--- config.mk ---
export PLATFORM = sky130hd
export DESIGN_NAME = pnn_queue
export DESIGN_NICKNAME = d
export VERILOG_FILES = /design/src/design/pnn_pkg.sv /design/src/design/pnn_queue.sv
export SDC_FILE = /design/constraint.sdc
export NUM_CORES = 1
export LEC_CHECK = 0
export BUFFER_PORTS_ARGS = -buffer_cell sky130_fd_sc_hd__buf_4
export CAP_MARGIN = 0
export CORE_MARGIN = 2
export CORE_UTILIZATION = 47
export CTS_BUF_LIST = sky130_fd_sc_hd__clkbuf_8
export CTS_CLUSTER_DIAMETER = 200
export DETAILED_ROUTE_END_ITERATION = 6
export GPL_ROUTABILITY_DRIVEN = 0
export PLACE_DENSITY = 0.74
export SLEW_MARGIN = 20
export SYNTH_ARGS = -nofsm -noshare
export SYNTH_HDL_FRONTEND = slang
export SYNTH_SLANG_ARGS = --single-unit
--- constraint.sdc ---
create_clock -name clk_i -period 9.6 [get_ports clk_i]
set_clock_uncertainty 0.05 [all_clocks]
set_input_delay 1.44 -clock clk_i [delete_from_list [all_inputs] [get_ports clk_i]]
set_output_delay 1.44 -clock clk_i [all_outputs]
set_load 0.05 [all_outputs]
--- src/design/pnn_pkg.sv ---
// shared types and constants for the newell polygon normal block
// no dependencies
`default_nettype none
package pnn_pkg;
  localparam int CoordWidth = 16;
  localparam int AccWidth   = 44;
  localparam int OutWidth   = 16;
  localparam int FracBits   = 14;
  localparam int ScaleBits  = 30;
  localparam int SqWidth    = 63;
  localparam int LenWidth   = 32;
  localparam int NumWidth   = AccWidth + 1;

  typedef struct packed {
    logic [AccWidth-1:0] sx;
    logic [AccWidth-1:0] sy;
    logic [AccWidth-1:0] sz;
  } sums_t;
endpackage
`default_nettype wire

--- src/design/pnn_queue.sv ---
// two-entry queue of finished sums between front and back
// depends on pnn_pkg
`default_nettype none
module pnn_queue (
  input  wire            clk_i,
  input  wire            rst_ni,
  input  wire            push_i,
  input  pnn_pkg::sums_t data_i,
  output logic           full_o,
  input  wire            pop_i,
  output logic           empty_o,
  output pnn_pkg::sums_t data_o
);
  pnn_pkg::sums_t mem_q [2];
  logic wr_q, rd_q;
  logic [1:0] cnt_q;

  assign full_o  = cnt_q == 2'd2;
  assign empty_o = cnt_q == 2'd0;
  assign data_o  = mem_q[rd_q];

  always_ff @(posedge clk_i) begin
    if (push_i) begin
      mem_q[wr_q] <= data_i;
    end
  end

  always_ff @(posedge clk_i or negedge rst_ni) begin
    if (!rst_ni) begin
      wr_q  <= 1'b0;
      rd_q  <= 1'b0;
      cnt_q <= 2'd0;
    end else begin
      if (push_i) begin
        wr_q <= !wr_q;
      end
      if (pop_i) begin
        rd_q <= !rd_q;
      end
      cnt_q <= cnt_q + {1'b0, push_i} - {1'b0, pop_i};
    end
  end
endmodule
`default_nettype wire

======== Yosys cells after proc, flatten, opt, wreduce, memory -nomap -nowiden ========
Memory sizes are Yosys's and may differ from the RTL's.
Index checks and enable logic that the tools add are counted.
word-level totals
  bits in latches ......................... 0
  bits in registers ....................... 4
  ROM bits ................................ 0
  RAM bits ................................ 264
  memories ................................ 1
  word-level logic and storage cells ...... 12
memories
  memory  depth  width  rd ports  clocked after memory_dff  write ports  RTL line         text
  mem_q   2      132    1         0                         1            pnn_queue.sv:14  pnn_pkg::sums_t mem_q [2];
cells by class
  $add $sub $neg .......................... 2
  bitwise operators ....................... 0
  order comparisons ....................... 0
  shift operators ......................... 0
  divide/modulo/power cells ............... 0
  multiply operators ...................... 0
  mux-type cells .......................... 2
  reductions and logical operators ........ 3
  eq/ne operators ......................... 1
operators with widths
  kind                                         number
  adder 2 x 1 -> 2 bit                         1
  equality test 2 bit (second input constant)  1
  zero test 1 bit                              2
  zero test 2 bit                              1
  2-to-1 mux 1 bit                             2
  subtractor 2 x 1 -> 2 bit                    1

======== Depth between registers and ports, before layout ========
  depth after elaboration ................. 2
  depth in mapped cells ................... 5
  depth with buffers taken out ............ 5

======== Worst setup path after synthesis ========
Ideal clock, no wire load.
  path kind ............................... input port to flip-flop
  start point ............................. in push_i
  end point ............................... mem mem_q[0][0] (netlist name) (enable)
  arrival time ............................ 7.159 ns
  data required time ...................... 8.909 ns
  buffers on the path ..................... 0
  path slack .............................. 1.750 ns
  stages on the path ...................... 1
  cell sequence ........................... nor2b_1
on the way
  cells in the longest elaborated chain, start to end .. 2
ends and longest elaborated chain
  element                                 RTL line         text
  start, declared                         pnn_queue.sv:7   input wire push_i,
  2-to-1 mux 1 bit                        pnn_queue.sv:23  if (push_i) begin
  2-to-1 mux 1 bit (not written as such)  pnn_queue.sv:24  mem_q[wr_q] <= data_i;
  end, declared                           pnn_queue.sv:14
Every way passes these cells.

==> impl_metrics.env <==
export IMPL_status="complete, no violations"
export IMPL_maxSlewViolCount=0
export IMPL_maxCapViolCount=0
export IMPL_drc=0
export IMPL_tns_ns=0
export IMPL_p_seq_share_pct=36.6
export IMPL_worstHoldPathType="flop to flop"
export IMPL_cts_tree="built"
export IMPL_synthAdderAreaFrac_pct=0.250
export IMPL_max_freq_mhz=236
export IMPL_met1_usage_pct=19.5
export IMPL_startpoint_type="flop"
export IMPL_grt_use_met2_pct=26.3
export IMPL_synthMuxAreaShare_pct=17.5
export IMPL_globalRouteTotalUtil_pct=16.2
export IMPL_synth_area_per_cell_sq_um=23.5
export IMPL_setup_violations=0
export IMPL_clk_latency_ns=0.51
export IMPL_hpwl_um=12700
export IMPL_setup_worst_path_class="flop to primary output"
export IMPL_postLayoutCoreUtil_pct=62.5
export IMPL_cts_setup_buffers=0
export IMPL_clk_pin_slew_ns=0.06
export IMPL_fin_crit_sh_pct=44.2
export IMPL_ant_nets=0
export IMPL_ys_seq_area_share_pct=80.2
export IMPL_synth_area_sq_mm=0.0100
export IMPL_power_switching_mw=1.76
export IMPL_drtIter0Drc=242
export IMPL_endpoint_kind="primary output"
export IMPL_clockBufferDepth=3
export IMPL_power_switching_share_pct=39.3
export IMPL_power_density_mw_per_mm2=342
export IMPL_cp_max_fo=54
export IMPL_totalWireLength_um=18900
export IMPL_synth_xor_area_share_pct=0.413
export IMPL_post_place_ws_ns=5.33
export IMPL_top_usage_layer="met2"
export IMPL_period_needed_ns=4.25
export IMPL_p_comb_share_pct=44.1
export IMPL_cts_repair_resized=0
export IMPL_rsz0062_at_grt="false"
export IMPL_grt_max_degree=81
export IMPL_synth_top_family_by_area="multiplexers"
export IMPL_ys_types=13
export IMPL_startpoint="rd_q"
export IMPL_viasPerCell=4.85
export IMPL_hold_violations=0
export IMPL_die_w_um=150
export IMPL_power_leakage_nw=5.19
export IMPL_synthCells=426
export IMPL_h_tree_depth=2
export IMPL_wire_per_inst_um=18.2
export IMPL_grt_pass1_wl_um=27900
export IMPL_start_util_pct=47.7
export IMPL_fin_cells=1035
export IMPL_drive_above_1_share_pct=60.7
export IMPL_synth_simple_gate_area_share_pct=0.225
export IMPL_io_pins=270
export IMPL_fp_row_count=53
export IMPL_coreArea_sq_mm=0.0210
export IMPL_yosys_warnings=0
export IMPL_r2r_start="wr_q"
export IMPL_vias=5017
export IMPL_internal_power_mw=2.72
export IMPL_met3_usage_pct=6.65
export IMPL_numPortBuffers=269
export IMPL_cts_buffers=42
export IMPL_hp_start="wr_q"
export IMPL_arrival_ns=2.76
export IMPL_synthToLayoutAreaGrowth_pct=31.0
export IMPL_grt_pass1_vias=5415
export IMPL_hold_buffers=0
export IMPL_ys_ff_latch=268
export IMPL_worst_pin_slew_ns=0.963
export IMPL_cts_sinks=268
export IMPL_synth_compound_area_share_pct=0
export IMPL_clockRootBuffer="clkbuf_8"
export IMPL_dr_pass1_iters=4
export IMPL_grt_overflow=0
export IMPL_slew_headroom_pct=35.7
export IMPL_syn_nets=564
export IMPL_die_height_um=150
export IMPL_placed_cells=960
export IMPL_vdd_ir_drop_max_uv=198
export IMPL_power_frac_clock_pct=19.3
export IMPL_cp_required_ns=8.11
export IMPL_dieArea_sq_mm=0.0225
export IMPL_antenna_found_initial=2
export IMPL_setup_ws_ns=5.35
export IMPL_final_nets=868
[layer usage]
layer | wire length, um | part of all wire, %
met5 | 10 | 0.053
met4 | 511 | 2.7
met3 | 1950 | 10
met2 | 9110 | 48
met1 | 7290 | 39
[area by class of cell]
class                   count  area, sq um
inverters                   2         7.51
clock inverters            27          133
flip-flops and latches    268         8030
well taps                 275          344
multi-input cells         141         1850
clock buffers              46          633
fillers                  1539         7850
repair buffers            275         2100
diodes                      1         2.50
[power groups by stage]
stage / Sequential (mW) / Clock, mW / Combinational (mW)
2_1_floorplan: 1.65 / 0 / 1.52
3_3_place_gp: 1.70 / 0 / 1.91
3_5_place_dp: 1.67 / 0 / 1.99
4_1_cts: 1.65 / 0.892 / 1.99
5_1_grt: 1.66 / 0.945 / 2.06
6_report: 1.64 / 0.864 / 1.98
[cell families (layout without fill, tap and decap cells)]
logic type | count (synthesis) | after routing
simple gates | 4 | 4
fa+ha+maj | 2 | 2
buf+inv | 17 | 350
flops | 268 | 268
mux | 132 | 132
other cells | 0 | 1
xor+xnor | 3 | 3
[worst max-delay path, cell delays in order (launching register included)]
cell     delay [ns]
dfrtp_4        0.77
buf_4          0.77
mux2_2         0.42
buf_4          0.19
[path summary, 6_finish.rpt]
path / endpoint / slack (ns) / depth (start not counted)
worst max-delay path: data_o[1] / 5.35 / 3
worst min-delay path: wr_q / 0.50 / 1
worst max register to register: mem_q[0][83] / 6.52 / 3
worst min register to register: wr_q / 0.50 / 1
max in group asynchronous: rd_q / 8.73 / 1
min in group asynchronous: rd_q / 0.66 / 1
[per-stage QoR]
stage               hold slack, ns  power [mW]  area (sq um)
global placement             0.478        3.61         12300
CTS                          0.501        4.53         13100
floorplan                    0.405        3.17         10000
finish                       0.501        4.48         13100
detailed placement           0.485        3.66         12300
global route                 0.525        4.67         13100
[placed cells by master, fill, tap and decap left out, types with 2 or more instances in the layout]
cell and count:
buf_16 2, buf_4 273, clkbuf_8 46, clkinv_1 10
clkinv_2 4, dfrtp_1 3, edfxtp_1 264, ha_1 2
inv_1 14, mux2_2 62, mux2_4 70, xor2_1 2
[cells in the mapped netlist]
cell type  instances  area share (%)
edfxtp_1         264              79
mux2_4            70              11
mux2_2            62             7.0
buf_6              9             1.0
buf_2              6            0.30
dfrtp_1            4             1.0
ha_1               2            0.25
inv_1              2           0.075
nor2b_1            2            0.13
xor2_1             2            0.18
and2_1             1           0.063
nor2_1             1           0.037
xor3_1             1            0.24
[registers in the layout, indices dropped and copies added, names as in the netlist]
| register | cells |
|---|---|
| mem_q | 264 |
| cnt_q | 2 |
| rd_q | 1 |
| wr_q | 1 |
Note: power is estimated with default switching activity, not from simulation.
