**src/design/pnn_pkg.sv**
```systemverilog
// shared types and constants for the newell polygon normal block
// no dependencies
`default_nettype none
package pnn_pkg;
  localparam int CoordWidth = 16;
  localparam int AccWidth   = 44;
  localparam int OutWidth   = 16;
  localparam int FracBits   = 14;
  localparam int ScaleBits  = 30;
  localparam int SqWidth    = 63;
  localparam int LenWidth   = 32;
  localparam int NumWidth   = AccWidth + 1;

  typedef struct packed {
    logic [AccWidth-1:0] sx;
    logic [AccWidth-1:0] sy;
    logic [AccWidth-1:0] sz;
  } sums_t;
endpackage
`default_nettype wire

```
**src/design/pnn_front.sv**
```systemverilog
// front end: takes vertices, accumulates newell cross terms, closes the ring
// depends on pnn_pkg
`default_nettype none
module pnn_front (
  input  wire                                  clk_i,
  input  wire                                  rst_ni,
  input  wire                                  push_i,
  output logic                                 full_o,
  input  wire signed [pnn_pkg::CoordWidth-1:0] vertex_x_i,
  input  wire signed [pnn_pkg::CoordWidth-1:0] vertex_y_i,
  input  wire signed [pnn_pkg::CoordWidth-1:0] vertex_z_i,
  input  wire                                  last_vertex_i,
  output logic                                 q_push_o,
  input  wire                                  q_full_i,
  output pnn_pkg::sums_t                       q_data_o
);
  localparam int W = pnn_pkg::CoordWidth;
  localparam int A = pnn_pkg::AccWidth;

  logic signed [W-1:0] fx_q, fy_q, fz_q, px_q, py_q, pz_q;
  logic [A-1:0] sx_q, sy_q, sz_q;
  logic ring_open_q, closing_q;
  logic signed [W-1:0] cx, cy, cz;
  logic signed [W:0] dx, dy, dz, ax, ay, az;
  logic signed [2*W+1:0] tx, ty, tz;
  logic [A-1:0] nx, ny, nz;
  logic accept;

  assign accept = push_i && !closing_q;
  assign full_o = closing_q;

  // current edge end: first vertex while closing the ring
  assign cx = closing_q ? fx_q : vertex_x_i;
  assign cy = closing_q ? fy_q : vertex_y_i;
  assign cz = closing_q ? fz_q : vertex_z_i;

  assign dx = {px_q[W-1], px_q} - {cx[W-1], cx};
  assign dy = {py_q[W-1], py_q} - {cy[W-1], cy};
  assign dz = {pz_q[W-1], pz_q} - {cz[W-1], cz};
  assign ax = {px_q[W-1], px_q} + {cx[W-1], cx};
  assign ay = {py_q[W-1], py_q} + {cy[W-1], cy};
  assign az = {pz_q[W-1], pz_q} + {cz[W-1], cz};
  assign tx = dy * az;
  assign ty = dz * ax;
  assign tz = dx * ay;

  assign nx = sx_q + {{(A-2*W-2){tx[2*W+1]}}, tx};
  assign ny = sy_q + {{(A-2*W-2){ty[2*W+1]}}, ty};
  assign nz = sz_q + {{(A-2*W-2){tz[2*W+1]}}, tz};

  assign q_push_o = closing_q && !q_full_i;
  assign q_data_o = '{sx: nx, sy: ny, sz: nz};

  always_ff @(posedge clk_i or negedge rst_ni) begin
    if (!rst_ni) begin
      ring_open_q <= 1'b0;
      closing_q   <= 1'b0;
      fx_q <= '0; fy_q <= '0; fz_q <= '0;
      px_q <= '0; py_q <= '0; pz_q <= '0;
      sx_q <= '0; sy_q <= '0; sz_q <= '0;
    end else if (closing_q) begin
      if (!q_full_i) begin
        closing_q   <= 1'b0;
        ring_open_q <= 1'b0;
        sx_q <= nx; sy_q <= ny; sz_q <= nz;
      end
    end else if (accept) begin
      closing_q <= last_vertex_i;
      px_q <= vertex_x_i; py_q <= vertex_y_i; pz_q <= vertex_z_i;
      if (!ring_open_q) begin
        ring_open_q <= 1'b1;
        fx_q <= vertex_x_i; fy_q <= vertex_y_i; fz_q <= vertex_z_i;
        sx_q <= '0; sy_q <= '0; sz_q <= '0;
      end else begin
        sx_q <= nx; sy_q <= ny; sz_q <= nz;
      end
    end
  end
endmodule
`default_nettype wire

```
**config.mk**
```make
export PLATFORM = sky130hd
export DESIGN_NAME = pnn_front
export DESIGN_NICKNAME = d
export VERILOG_FILES = /design/src/design/pnn_pkg.sv /design/src/design/pnn_front.sv
export SDC_FILE = /design/constraint.sdc
export NUM_CORES = 2
export LEC_CHECK = 0
export ABC_CLOCK_PERIOD_IN_PS = 26300
export BUFFER_PORTS_ARGS = -buffer_cell sky130_fd_sc_hd__buf_4
export CAP_MARGIN = 15
export CELL_PAD_IN_SITES_DETAIL_PLACEMENT = 0
export CELL_PAD_IN_SITES_GLOBAL_PLACEMENT = 1
export CORE_ASPECT_RATIO = 0.75
export CORE_MARGIN = 5
export CORE_UTILIZATION = 40
export DETAILED_ROUTE_END_ITERATION = 10
export PLACE_DENSITY = 0.73
export REMOVE_ABC_BUFFERS = 1
export SYNTH_ARGS = -nofsm -noshare
export SYNTH_HDL_FRONTEND = slang
export SYNTH_SLANG_ARGS = --single-unit
```
**constraint.sdc**
```tcl
create_clock -name clk_i -period 26.3 [get_ports clk_i]
set_input_delay 5.26 -clock clk_i [delete_from_list [all_inputs] [get_ports clk_i]]
set_output_delay 5.26 -clock clk_i [all_outputs]
set_load 0.05 [all_outputs]
```
======== Word-level counts from Yosys, hierarchy flattened ========
Cells that the tools add are included.
word-level totals
  word-level logic and storage cells ...... 55
  bits in registers ....................... 230
cells by class
  multiplexer cells ....................... 21
  reductions and logical operators ........ 8
  equal/unequal tests ..................... 1
  bitwise logic cells ..................... 2
  add/subtract/negate cells ............... 9
  multipliers ............................. 3
operators with widths
  operator                                        number
  44-bit two-way mux                              12
  44-bit adder                                    3
  17-bit by 17-bit multiplier with 34-bit output  3
  16-bit by 16-bit adder with 17-bit output       3
  16-bit by 16-bit subtractor with 17-bit output  3
  16-bit two-way mux                              3
  1-bit two-way mux                               6
  2-bit AND reduction                             2
  3-bit AND reduction                             1
  1-bit logical AND                               2
  1-bit zero test                                 2
  2-bit inequality test (second input constant)   1
  1-bit inverter                                  2
  2-bit nonzero test                              1

======== Depth between registers and ports, before layout ========
  depth after elaboration ................. 7
  mapped depth ............................ 50

======== Worst setup path before layout ========
Ideal clock, no wire load.
  path kind ............................... in2out
  start ................................... in vertex_x_i[0] in the netlist's numbering
  end ..................................... out q_data_o[43] in the netlist's numbering
  path slack .............................. 5.352 ns
  arrival time ............................ 15.688 ns
  data required time ...................... 21.040 ns
  stages .................................. 43
  buffers on the path ..................... 1
  cells stage by stage .................... mux2_2 ha_1 inv_1 fa_1 a21o_1 a21oi_1 o21bai_1 a211o_1 nand3_1 a311oi_1 o21a_1 nor2_1 xnor2_1 clkbuf_1 nand2_1 fa_1 inv_1 fa_1 (+7 left out) inv_1 ha_1 and4_1 nand3_1 or3_1 a2111oi_0 a211oi_1 nor3_2 ha_1 a21o_1 a21o_1 a21o_1 a21o_1 a211oi_1 a21o_1 nand3_1 and2_1 xnor2_1
RTL lines
  item             RTL line         source
  start, declared  pnn_front.sv:9   input wire signed [pnn_pkg::CoordWidth-1:0] vertex_x_i,
  end, declared    pnn_front.sv:15  output pnn_pkg::sums_t q_data_o

==> impl_metrics.tcl <==
set metrics [dict create \
    hold_class "reg -> reg" \
    syn_avg_cell_area_um2 8.99 \
    fmax_mhz 44.9 \
    core_area_um2 131000 \
    min_from "sx_q[41]" \
    wirelength_um 153000 \
    synthTopCellsByArea "fa_1 34%, ha_1 12%, dfrtp_1 11%" \
    htreeDepth 2 \
    reg2reg_from "full_o" \
    crit_slowest_cell "a31oi_1" \
    yosys.area.top_type "fa_1" \
    yosys-top-cells-count "1062 x inv_1, 897 x fa_1, 671 x nand2_1, 501 x ha_1, 379 x nor2_1" \
    synth_area_um2 52900 \
    synth_top_area_share_pct 34.0 \
    cp_slowest_stage_delay_ns 0.94 \
    required_ns 21.04 \
    worstSetupStartpoint "vertex_x_i[0]" \
    dp_hpwl_um 124000 \
    final_util_pct 44.1 \
    synth_edf_count 0 \
    drive_gt1_share_pct 8.71 \
    ctsResizeCount 0 \
    dieWidth_um 430 \
    drtIter0Drc 2500 \
    ys_seq_area_share_pct 10.9 \
    status "finished, final reports clean" \
    place.gp.congestion 0.929 \
    post_dp_cell_area_um2 56600 \
    post-route-drc-count 0 \
    max_slew.worst_pin.slew_ns 1.26 \
    worstSkewPairLatency_ns 0.61 \
    wl_per_cell_um 19.7 \
    synth_seq_cells 230 \
    async_reset_ff_share_pct 100 \
    vias 40700 \
    avgViaCountPerCell 5.22 \
    maxCapViolCount 0 \
    clk_pin_slew_worst_paths_ns 0.06 \
    finalInstanceArea_um2 57900 \
    startpoint_type "input pin" \
    post-synth-top-count-cell "inv_1" \
    maxSlewHeadroom_pct 15.6 \
    area_growth_pct 9.50 \
    overflow 0 \
    finalHoldViolations 0 \
    worstPathMaxFanout 14 \
    die_area_um2 140000 \
    setup-tns-final_ns 0 \
    grt_use_total_pct 22.1 \
    numCtsBuffers 37 \
    die_h_um 325 \
    postCtsHoldBufs 0 \
    grt_pass1_wl_um 246000 \
    tritoncts "yes" \
    clockRootBuffer "clkbuf_16" \
    crit_type "in -> out" \
    fin_crit_sh_pct 84.8 \
    io_pins 187 \
    endpoint_kind "output pin" \
    drv_slew 0 \
    synthCells 5881 \
    setup_violations 0 \
    grt_max_degree 133 \
    whs_ns 0.489 \
    dr.pass1.iters 8 \
    ant_nets 0 \
    std_cell_rows 115 \
    fin_crit_ns 22.29 \
    synth_warnings 0 \
    grt_antenna_before_repair 9 \
    clock-skew-final_ns 0.0358 \
    clockBufferDepth 3 \
    grt_pass1_vias 42700 \
    cts_sinks 230 \
    io_buffers 186 \
    ys.flop_type "dfrtp_1" \
    fillers 12900 \
    fin_nets 7454 \
    initial_utilization_pct 40.3 \
    rsz0062_at_grt "no" \
    worstPathArrival_ns 17.03 \
    post_cts_buffers 0 \
    cp_common_cell "fa_1" \
    yosysUniqueCellTypes 102 \
]
-- final timing paths --
| kind | to | slack [ns] | cells past startpoint |
|---|---|---|---|
| worst max-delay path | q_data_o[43] | 4.01 | 43 |
| worst min-delay path | sx_q[41] | 0.49 | 2 |
| worst max register to register | sz_q[42] | 13.08 | 38 |
| worst min register to register | sx_q[41] | 0.49 | 2 |
| max in group asynchronous | fy_q[11] | 19.62 | 3 |
| min in group asynchronous | sy_q[41] | 4.66 | 1 |
-- cell type report --
cell class	count	area [um2]	share of cell area (%)
multi-input cells	4392	42600	73.6
flip-flops and latches	230	5760	9.95
inverters	1063	3990	6.89
well taps	1755	2200	3.79
repair buffers	279	2110	3.65
clock buffers	46	1010	1.74
clock inverters	20	226	0.391
diodes	4	10.0	0.0173
-- cells in the final DEF (no fill, tap or decap), drive strengths merged, types with 9 or more instances in the layout --
master | Yosys | routed
nor3 | 51 | 51
o21a | 29 | 29
and2 | 171 | 171
a22o | 121 | 121
nor2 | 383 | 383
nand3 | 57 | 57
and3 | 34 | 34
xnor2 | 244 | 244
or2 | 30 | 30
o21ai | 143 | 143
xor2 | 70 | 70
buf | 37 | 278
nand2b | 52 | 52
o21bai | 51 | 51
a21oi | 257 | 257
inv | 1063 | 1066
a211oi | 35 | 35
mux2 | 53 | 53
mux2i | 54 | 54
a2111oi | 9 | 9
dfrtp | 230 | 230
nand2 | 671 | 671
fa | 897 | 897
clkbuf | 159 | 47
nand4 | 29 | 29
a311oi | 9 | 9
o31ai | 25 | 25
clkinv | 0 | 10
or3 | 18 | 18
o211ai | 15 | 15
nor2b | 106 | 106
a31oi | 37 | 37
a221oi | 10 | 10
ha | 501 | 501
a211o | 11 | 11
a21o | 118 | 118
-- kinds of logic (layout without fill, tap and decap cells) --
| group | Yosys count | count (layout) | synth area share [%] |
|---|---|---|---|
| other cells | 0 | 4 | 0 |
| fa+ha+maj | 1398 | 1398 | 45.8 |
| buf+inv | 1259 | 1408 | 9.01 |
| simple gates | 1631 | 1631 | 14.2 |
| compound gates | 941 | 941 | 12.6 |
| xor+xnor | 315 | 315 | 5.31 |
| flops | 230 | 230 | 10.9 |
| mux | 107 | 107 | 2.15 |
-- state kept, by name, summed over array words and instances (netlist names) --
register and flops:
full_o 1, fx_q 16, fy_q 16, fz_q 16
px_q 16, py_q 16, pz_q 16, ring_open_q 1
sx_q 44, sy_q 44, sz_q 44
-- worst max-delay path: cells and delay by family --
family	cells	cell delay, ns
multiplexers	1	0.27
AND/OR/NAND/NOR	8	2.22
XOR/XNOR	1	0.15
AO/OA/AOI/OAI	16	3.94
buffers and inverters	7	0.71
adder cells (fa/ha/maj)	10	4.44
-- metal layers --
layer	vias to the layer above	global-route usage [%]	wire length [um]
met4	4	5.33	3900
li1	19000	-	-
met5	-	0	30
met1	20500	32.0	71700
met2	1077	34.2	67100
met3	149	4.34	10500
-- per-stage QoR --
step	instances	setup WS (ns)
5_1_grt	7788	3.31
6_report	7789	4.01
4_1_cts	7784	4.01
3_5_place_dp	7718	4.10
3_3_place_gp	7718	4.22
2_1_floorplan	5685	5.39
Power is left out: the tool's default activity adds up to more than one toggle a clock period on the data nets, which glitch-free logic cannot reach.
