File: config.mk
export PLATFORM = sky130hd
export DESIGN_NAME = pnn_back
export DESIGN_NICKNAME = d
export VERILOG_FILES = /design/src/design/pnn_pkg.sv /design/src/design/pnn_back.sv
export SDC_FILE = /design/constraint.sdc
export NUM_CORES = 2
export LEC_CHECK = 0
export BUFFER_PORTS_ARGS = -buffer_cell sky130_fd_sc_hd__buf_2
export CAP_MARGIN = 20
export CELL_PAD_IN_SITES_DETAIL_PLACEMENT = 0
export CELL_PAD_IN_SITES_GLOBAL_PLACEMENT = 1
export CORE_UTILIZATION = 25
export CTS_CLUSTER_DIAMETER = 100
export CTS_CLUSTER_SIZE = 40
export DETAILED_ROUTE_END_ITERATION = 10
export GPL_TIMING_DRIVEN = 0
export PLACE_DENSITY = 0.49
export SYNTH_ARGS = -nofsm -noshare
export SYNTH_HDL_FRONTEND = slang
export SYNTH_SLANG_ARGS = --single-unit
File: constraint.sdc
create_clock -name clk_i -period 16.9 [get_ports clk_i]
set_clock_uncertainty 0.15 [all_clocks]
set_input_delay 3.38 -clock clk_i [delete_from_list [all_inputs] [get_ports clk_i]]
set_output_delay 3.38 -clock clk_i [all_outputs]
set_load 0.01 [all_outputs]
File: src/design/pnn_pkg.sv
// shared types and constants for the newell polygon normal block
// no dependencies
`default_nettype none
package pnn_pkg;
  localparam int CoordWidth = 16;
  localparam int AccWidth   = 44;
  localparam int OutWidth   = 16;
  localparam int FracBits   = 14;
  localparam int ScaleBits  = 30;
  localparam int SqWidth    = 63;
  localparam int LenWidth   = 32;
  localparam int NumWidth   = AccWidth + 1;

  typedef struct packed {
    logic [AccWidth-1:0] sx;
    logic [AccWidth-1:0] sy;
    logic [AccWidth-1:0] sz;
  } sums_t;
endpackage
`default_nettype wire

File: src/design/pnn_back.sv
// back end: scales the sums, square root and three divisions, output register
// depends on pnn_pkg
`default_nettype none
module pnn_back (
  input  wire                                clk_i,
  input  wire                                rst_ni,
  input  wire                                q_empty_i,
  input  pnn_pkg::sums_t                     q_data_i,
  output logic                               q_pop_o,
  input  wire                                pop_i,
  output logic                               empty_o,
  output logic signed [pnn_pkg::OutWidth-1:0] normal_x_o,
  output logic signed [pnn_pkg::OutWidth-1:0] normal_y_o,
  output logic signed [pnn_pkg::OutWidth-1:0] normal_z_o,
  output logic                               degenerate_o
);
  localparam int A  = pnn_pkg::AccWidth;
  localparam int O  = pnn_pkg::OutWidth;
  localparam int SQ = pnn_pkg::SqWidth;
  localparam int L  = pnn_pkg::LenWidth;
  localparam int N  = pnn_pkg::NumWidth;
  localparam int S  = pnn_pkg::ScaleBits;

  localparam logic [2:0] S_IDLE  = 3'd0;
  localparam logic [2:0] S_SHIFT = 3'd1;
  localparam logic [2:0] S_SQ    = 3'd2;
  localparam logic [2:0] S_SQRT  = 3'd3;
  localparam logic [2:0] S_DIV   = 3'd4;
  localparam logic [2:0] S_OUT   = 3'd5;

  logic [2:0] state_q;
  logic [A-1:0] mag_q [3];
  logic [2:0] neg_q;
  logic [1:0] idx_q;
  logic [2*S-1:0] prod_q;
  logic [SQ-1:0] v_q, res_q, bit_q;
  logic [N-1:0] num_q;
  logic [L-1:0] rem_q;
  logic [5:0] cnt_q;
  logic [O-1:0] nrm_q [3];
  logic deg_q;
  logic out_valid_q;
  logic [O-1:0] ox_q, oy_q, oz_q;
  logic od_q;

  logic [A-1:0] in_mag [3];
  logic [A-1:0] mag_sel;
  logic [SQ-1:0] trial;
  logic [L:0] rem2;
  logic ge;
  logic [L-1:0] len;
  logic [O-1:0] q16;
  logic out_free;

  assign in_mag[0] = q_data_i.sx[A-1] ? -q_data_i.sx : q_data_i.sx;
  assign in_mag[1] = q_data_i.sy[A-1] ? -q_data_i.sy : q_data_i.sy;
  assign in_mag[2] = q_data_i.sz[A-1] ? -q_data_i.sz : q_data_i.sz;

  always_comb begin
    unique case (idx_q)
      2'd0:    mag_sel = mag_q[0];
      2'd1:    mag_sel = mag_q[1];
      2'd2:    mag_sel = mag_q[2];
      default: mag_sel = '0;
    endcase
  end

  assign trial = res_q + bit_q;
  assign len   = res_q[L-1:0];
  assign rem2  = {rem_q, num_q[N-1]};
  assign ge    = rem2 >= {1'b0, len};
  assign q16   = num_q[O-1:0];
  assign out_free = !out_valid_q || pop_i;
  assign q_pop_o  = (state_q == S_IDLE) && !q_empty_i;

  assign empty_o      = !out_valid_q;
  assign normal_x_o   = ox_q;
  assign normal_y_o   = oy_q;
  assign normal_z_o   = oz_q;
  assign degenerate_o = od_q;

  always_ff @(posedge clk_i) begin
    unique case (state_q)
      S_IDLE: begin
        mag_q[0] <= in_mag[0];
        mag_q[1] <= in_mag[1];
        mag_q[2] <= in_mag[2];
        neg_q <= {q_data_i.sz[A-1], q_data_i.sy[A-1], q_data_i.sx[A-1]};
        nrm_q[0] <= '0; nrm_q[1] <= '0; nrm_q[2] <= '0;
        deg_q <= ~|{in_mag[0], in_mag[1], in_mag[2]};
        v_q   <= '0;
      end
      S_SHIFT: begin
        // scale until every magnitude is below 2^30
        if (|{mag_q[0][A-1:S], mag_q[1][A-1:S], mag_q[2][A-1:S]}) begin
          mag_q[0] <= mag_q[0] >> 1;
          mag_q[1] <= mag_q[1] >> 1;
          mag_q[2] <= mag_q[2] >> 1;
        end
      end
      S_SQ: begin
        if (idx_q != 2'd0) begin
          v_q <= v_q + {{(SQ-2*S){1'b0}}, prod_q};
        end
        prod_q <= mag_sel[S-1:0] * mag_sel[S-1:0];
        res_q  <= '0;
        bit_q  <= {1'b1, {(SQ-1){1'b0}}};
      end
      S_SQRT: begin
        if (v_q >= trial) begin
          v_q   <= v_q - trial;
          res_q <= (res_q >> 1) + bit_q;
        end else begin
          res_q <= res_q >> 1;
        end
        bit_q <= bit_q >> 2;
      end
      S_DIV: begin
        if (cnt_q == 6'd0) begin
          num_q <= {mag_sel[N-pnn_pkg::FracBits-1:0], {pnn_pkg::FracBits{1'b0}}}
                   + {{(N-L+1){1'b0}}, len[L-1:1]};
          rem_q <= '0;
        end else begin
          rem_q <= ge ? L'(rem2 - {1'b0, len}) : rem2[L-1:0];
          num_q <= {num_q[N-2:0], ge};
          if (cnt_q == 6'(N)) begin
            nrm_q[idx_q] <= neg_q[idx_q] ? O'(-{num_q[O-2:0], ge})
                                         : {num_q[O-2:0], ge};
          end
        end
      end
      default: begin
      end
    endcase
  end

  always_ff @(posedge clk_i or negedge rst_ni) begin
    if (!rst_ni) begin
      state_q     <= S_IDLE;
      idx_q       <= 2'd0;
      cnt_q       <= 6'd0;
      out_valid_q <= 1'b0;
      ox_q <= '0; oy_q <= '0; oz_q <= '0; od_q <= 1'b0;
    end else begin
      if (pop_i && out_valid_q) begin
        out_valid_q <= 1'b0;
      end
      unique case (state_q)
        S_IDLE: begin
          idx_q <= 2'd0;
          if (!q_empty_i) begin
            state_q <= ~|{in_mag[0], in_mag[1], in_mag[2]} ? S_OUT : S_SHIFT;
          end
        end
        S_SHIFT: begin
          if (!(|{mag_q[0][A-1:S], mag_q[1][A-1:S], mag_q[2][A-1:S]})) begin
            state_q <= S_SQ;
          end
        end
        S_SQ: begin
          idx_q <= idx_q + 2'd1;
          if (idx_q == 2'd3) begin
            state_q <= S_SQRT;
          end
        end
        S_SQRT: begin
          if (bit_q[0]) begin
            state_q <= S_DIV;
            idx_q   <= 2'd0;
            cnt_q   <= 6'd0;
          end
        end
        S_DIV: begin
          if (cnt_q == 6'(N)) begin
            cnt_q <= 6'd0;
            idx_q <= idx_q + 2'd1;
            if (idx_q == 2'd2) begin
              state_q <= S_OUT;
            end
          end else begin
            cnt_q <= cnt_q + 6'd1;
          end
        end
        S_OUT: begin
          if (out_free) begin
            out_valid_q <= 1'b1;
            ox_q <= nrm_q[0]; oy_q <= nrm_q[1]; oz_q <= nrm_q[2];
            od_q <= deg_q;
            state_q <= S_IDLE;
          end
        end
        default: state_q <= S_IDLE;
      endcase
    end
  end
endmodule
`default_nettype wire

# Word level (Yosys, flattened, before mapping)
# Memory sizes are Yosys's and may differ from the RTL's. A register that Yosys moved wholly into a read port is not among the register bits.
# Index checks and enable logic that the tools add are counted.
[classes]
n_bitwise = 3
order_cmp = 3
n_reduce_logical = 25
muxes = 48
n_eq_ne = 18
multipliers = 1
add_sub_neg = 12
[op_table]
columns = ["cell", "count"]
rows = [
  ["2-to-1 mux 44 bit", 6],
  ["case mux 63 bit (2 select lines)", 2],
  ["2-to-1 mux 63 bit", 3],
  ["case mux 63 bit (3 select lines)", 1],
  ["negator 44 bit", 3],
  ["OR reduction 132 bit", 1],
  ["case mux 31 bit (3 select lines)", 1],
  ["adder 62 x 63 -> 63 bit", 1],
  ["adder 63 x 60 -> 63 bit", 1],
  ["adder 63 bit", 1],
  [">= comparator 63 bit", 1],
  ["subtractor 63 bit", 1],
  ["multiplier 30 x 30 -> 60 bit", 1],
  ["adder 45 x 31 -> 45 bit", 1],
  ["2-to-1 mux 45 bit", 1],
  ["OR reduction 42 bit", 1],
  [">= comparator 33 x 32 -> 1 bit", 1],
  ["2-to-1 mux 16 bit", 2],
  ["2-to-1 mux 32 bit", 1],
  ["subtractor 32 bit", 1],
  ["2-to-1 mux 3 bit", 8],
  ["!= test 2 bit, second input constant", 9],
  ["case mux 3 bit (6 select lines)", 1],
  ["negator 16 bit", 1],
  ["29 further kinds", 60],
]
[word_totals]
mem_bits_rw = 180
elab_cells = 125
regBits = 343
output_inout_bits = 51
mem_count = 2
[memory_table]
columns = ["name", "depth", "word_bits", "read_ports", "rd_ports_with_merged_regs", "write_ports", "line_no", "source"]
rows = [
  ["mag_q", 3, 44, 3, 0, 3, "pnn_back.sv:32", "logic [A-1:0] mag_q [3];"],
  ["nrm_q", 3, 16, 3, 3, 3, "pnn_back.sv:40", "logic [O-1:0] nrm_q [3];"],
]

# Longest topological paths before layout
[logic_depth]
depth_word = 7
mapped_depth = 39

# Worst setup path before layout
# OpenSTA, ideal clock, no wires.
[synth_path]
kind = "register -> register"
startpoint = "reg idx_q[1]"
endpoint = "reg prod_q[59] (data pin)"
period_less_slack_ns = 9.759
n_path_buf = 4
setup_time_ns = 0.260
stages_incl_launch_ff = 39
slack_ns = 7.141
arrival_ns = 9.349
path_cell_list = "dfrtp_1 -> inv_1 -> ha_1 -> clkbuf_1 -> clkbuf_1 -> a222oi_1 -> or2_2 -> clkbuf_1 -> clkinv_1 -> nand2_1 -> inv_1 -> fa_1 -> inv_1 -> fa_1 -> inv_1 -> fa_1 -> inv_1 -> fa_1 -> [... 3 more ...] -> fa_1 -> inv_1 -> fa_1 -> inv_1 -> ha_1 -> clkbuf_1 -> nand4_1 -> or4_1 -> nor2_1 -> o211ai_1 -> nand4_1 -> a41oi_1 -> o21ai_0 -> nor2_1 -> o31a_1 -> o21ai_0 -> a21oi_1 -> xnor2_1"
[synth_between]
elab_chain_cells = 3
word_cells_on_any_way = 5
cone_classes = "mul: 1; eq/ne: 2; mux: 1; reduce/logical: 1"
[synth_rtl]
columns = ["item", "line_no", "source"]
rows = [
  ["start, declared", "pnn_back.sv:34", "logic [1:0] idx_q;"],
  ["start signal, assigned", "pnn_back.sv:161", "idx_q <= idx_q + 2'd1;"],
  ["start signal, assigned", "pnn_back.sv:176", "idx_q <= idx_q + 2'd1;"],
  ["== test 2 bit, or another cell as far along", "pnn_back.sv:60", "unique case (idx_q)"],
  ["case mux 31 bit (3 select lines) (*)", "pnn_back.sv:60", ""],
  ["multiplier 30 x 30 -> 60 bit (*)", "pnn_back.sv:105", "prod_q <= mag_sel[S-1:0] * mag_sel[S-1:0];"],
  ["end signal, assigned", "pnn_back.sv:105", ""],
  ["end, declared", "pnn_back.sv:35", "logic [2*S-1:0] prod_q;"],
]
# Mark *: on every way between the ends. The rest lies on a longest branch, timed or not.
# A chain may end at the register's enable or synchronous reset.

# Worst setup path after layout
[layout_path]
startpoint = "reg idx_q[0]"
endpoint = "reg prod_q[57] (data pin)"
# Same word-level chain as after synthesis.

==> flow_summary.ini <==
[yosys]
syn-instance-count = 7148
synth.area.top_cells = edfxtp_1, fa_1, ha_1
yosysSeqAreaShare = 0.246
ys_types = 89
synth-edff-count = 478
yosysWarningCount = 0
synth_nets = 8482
synthArstFlopShare = 0.113
synth_area_um2 = 64700
postSynthAreaPerCell_um2 = 9.05
ys_seq_elements = 539
yosysTopAreaCellShare = 0.222
yosysTopAreaCell = edfxtp_1
synth-main-ff-cell = edfxtp_1

[critical_path]
path_buf_inv = 11
critPathTopFamily = adder cells
critPathSlowestCell = a222oi_1
critPathLaunchType = flip-flop
cp_data_required_time_ns = 17.10
arrival_ns = 14.28
cp-end-kind = flip-flop
timing_worst_setup_path_type = flip-flop to flip-flop
cpPeakStageDelay_ns = 0.98
cp_common_cell = fa_1
path_max_fanout = 11

[sta]
finalCritPeriodShare = 0.833
hold_viol = 0
rsz0062_at_grt = no
drv_slew = 0
setup_viol = 0
tns_ns = 0
final.min_clock_period_ns = 14.08
tightest_slew_ns = 1.25
hold_slack_ns = 0.343
fmaxAchievable_mhz = 71.0
relSlewSlack = 0.167

[floorplanning]
die_w_um = 511
die-area_um2 = 261000
initial_core_util = 0.252
rows = 186
core_um2 = 257000
io-pin-count = 187
die-height_um = 511

[global_route]
grt_pass1_wl_um = 378000
grt_usage = 0.198
antenna_found_initial = 17
grt_remaining_overflow = 0
grt_pass1_vias = 54200
grt_start_max_net_pins = 63

[clock_tree]
cts_hold_buf = 0
cts_made_buffers = 35
cts_resized = 0
cts_htree_levels = 2
cts_max_path_buffers = 3
cts.clk_slew.worst_paths_ns = 0.13
cts_setup_buffers = 0
cts_sinks = 539
cts_tree = done
clk_latency_ns = 0.68
root_buffer = clkbuf_16

[placed_design]
place.gp.congestion = 0.954
io_buffers = 172
dpl.hpwl_um = 221000
place_area_um2 = 70300

[final_layout]
final_common_cell = inv_1
layout_common_cells = inv_1, nor2_1, nand2_1
area_growth_pct = 10.7
fin_nets = 8727
layout-drive-gt1-share = 0.0558
finalInstanceArea_um2 = 71600
final_core_util = 0.279

[routing]
drtPass1Iterations = 5
vias_per_cell = 4.85
drc_errors = 0
drt_iter0_markers = 3710
ant_nets = 0
drt_wl_total_um = 261000
vias = 52400
wl_per_cell_um = 24.1

[outcome]
status = finished, final reports clean

[job]
drv_cap = 0

[power]
ir_drop_mv = 0.0623
leakage_nw = 31.7
p_per_area_nw_per_um2 = 36.8

[hold_path]
hp-class = flip-flop to flip-flop
-- cell usage after synthesis, types with 15 or more instances --
library cell  count
a22oi_1          30
clkbuf_1        234
edfxtp_1        478
nor2_1          749
o22ai_1          18
o31ai_1          54
a21o_1          128
or4_1            35
a31o_2           22
a21boi_0         17
o21a_1           39
or2_2            19
or3_1            73
buf_1            28
fa_1            698
and2_1           45
nand2_1         709
nand2b_1         60
nor3_1           60
o21bai_1         53
nand4_1          79
mux2_2           67
a31oi_1          77
ha_1            500
o31a_1           15
and3_1           67
xor2_1          252
nor4_1           39
o41ai_1          21
o21ai_0         294
xnor2_1         232
nor2b_1          34
a211oi_1         58
nand3_1          81
mux2i_1          18
dfrtp_1          61
inv_1          1050
a21oi_1         460
-- path summary, 6_finish.rpt --
kind	cells after the start	to	startpoint	slack [ns]
setup / recovery	36	prod_q[57]	idx_q[0]	2.82
hold / removal	1	normal_z_o[11]	nrm_q[2][11]	0.34
setup reg to reg	36	prod_q[57]	idx_q[0]	2.82
hold reg to reg	1	normal_z_o[11]	nrm_q[2][11]	0.34
max in group asynchronous	1	idx_q[1]	rst_ni	13.28
min in group asynchronous	1	normal_y_o[10]	rst_ni	2.65
-- sequential cells by signal, summed over array words and instances, names as in the netlist --
register      count
normal_x_o       16
mag_q           132
rem_q            32
degenerate_o      1
num_q            45
normal_y_o       16
idx_q             2
nrm_q            48
v_q              63
neg_q             3
bit_q            32
cnt_q             6
state_q           3
res_q            63
normal_z_o       16
prod_q           59
out_valid_q       1
deg_q             1
-- metrics by stage --
stage | cells | setup slack [ns] | power [mW]
floorplan | 7148 | 7.14 | 1.54
global placement | 10700 | 1.34 | 1.62
detailed placement | 10700 | 2.72 | 1.62
CTS | 10800 | 2.68 | 2.67
global route | 10800 | 2.38 | 2.72
finish | 10800 | 2.82 | 2.63
-- layout make-up --
type	instances	area [um2]
Antenna cell	3	7.51
Buffer	265	1000
Clock buffer	36	880
Clock inverter	25	387
Fill cell	27900	185000
Inverter	1061	3990
Multi-Input combinational cell	5283	43800
Sequential cell	539	15900
Tap cell	3384	4230
Timing Repair Buffer	208	1360
-- power by group --
group          total, mW  internal (mW)          switching [mW]
Sequential          1.44           1.44  0.00000000000000000270
Combinational      0.153         0.0501                   0.103
Clock               1.04          0.451                   0.592
Total               2.63           1.94                   0.695
-- layer usage --
layer | vias up | wire length [um] | global-route usage
met5 | - | 36 | 0
met4 | 6 | 9090 | 0.0624
met3 | 286 | 10200 | 0.0191
met2 | 1232 | 123000 | 0.335
met1 | 26300 | 118000 | 0.266
li1 | 24500 | - | -
-- logic make-up (layout without fill, tap and decap cells) --
group / Yosys count / count (layout) / synth area share
multiplexers: 85 / 85 / 0.0145
other: 0 / 3 / 0
AND/OR/NAND/NOR: 2103 / 2103 / 0.147
adder cells (fa/ha/maj): 1198 / 1198 / 0.313
flip-flops: 539 / 539 / 0.246
XOR/XNOR: 484 / 484 / 0.0656
AO/OA/AOI/OAI: 1413 / 1413 / 0.137
buffers and inverters: 1326 / 1595 / 0.0770
No activity file was read; power rests on OpenSTA's default activity.
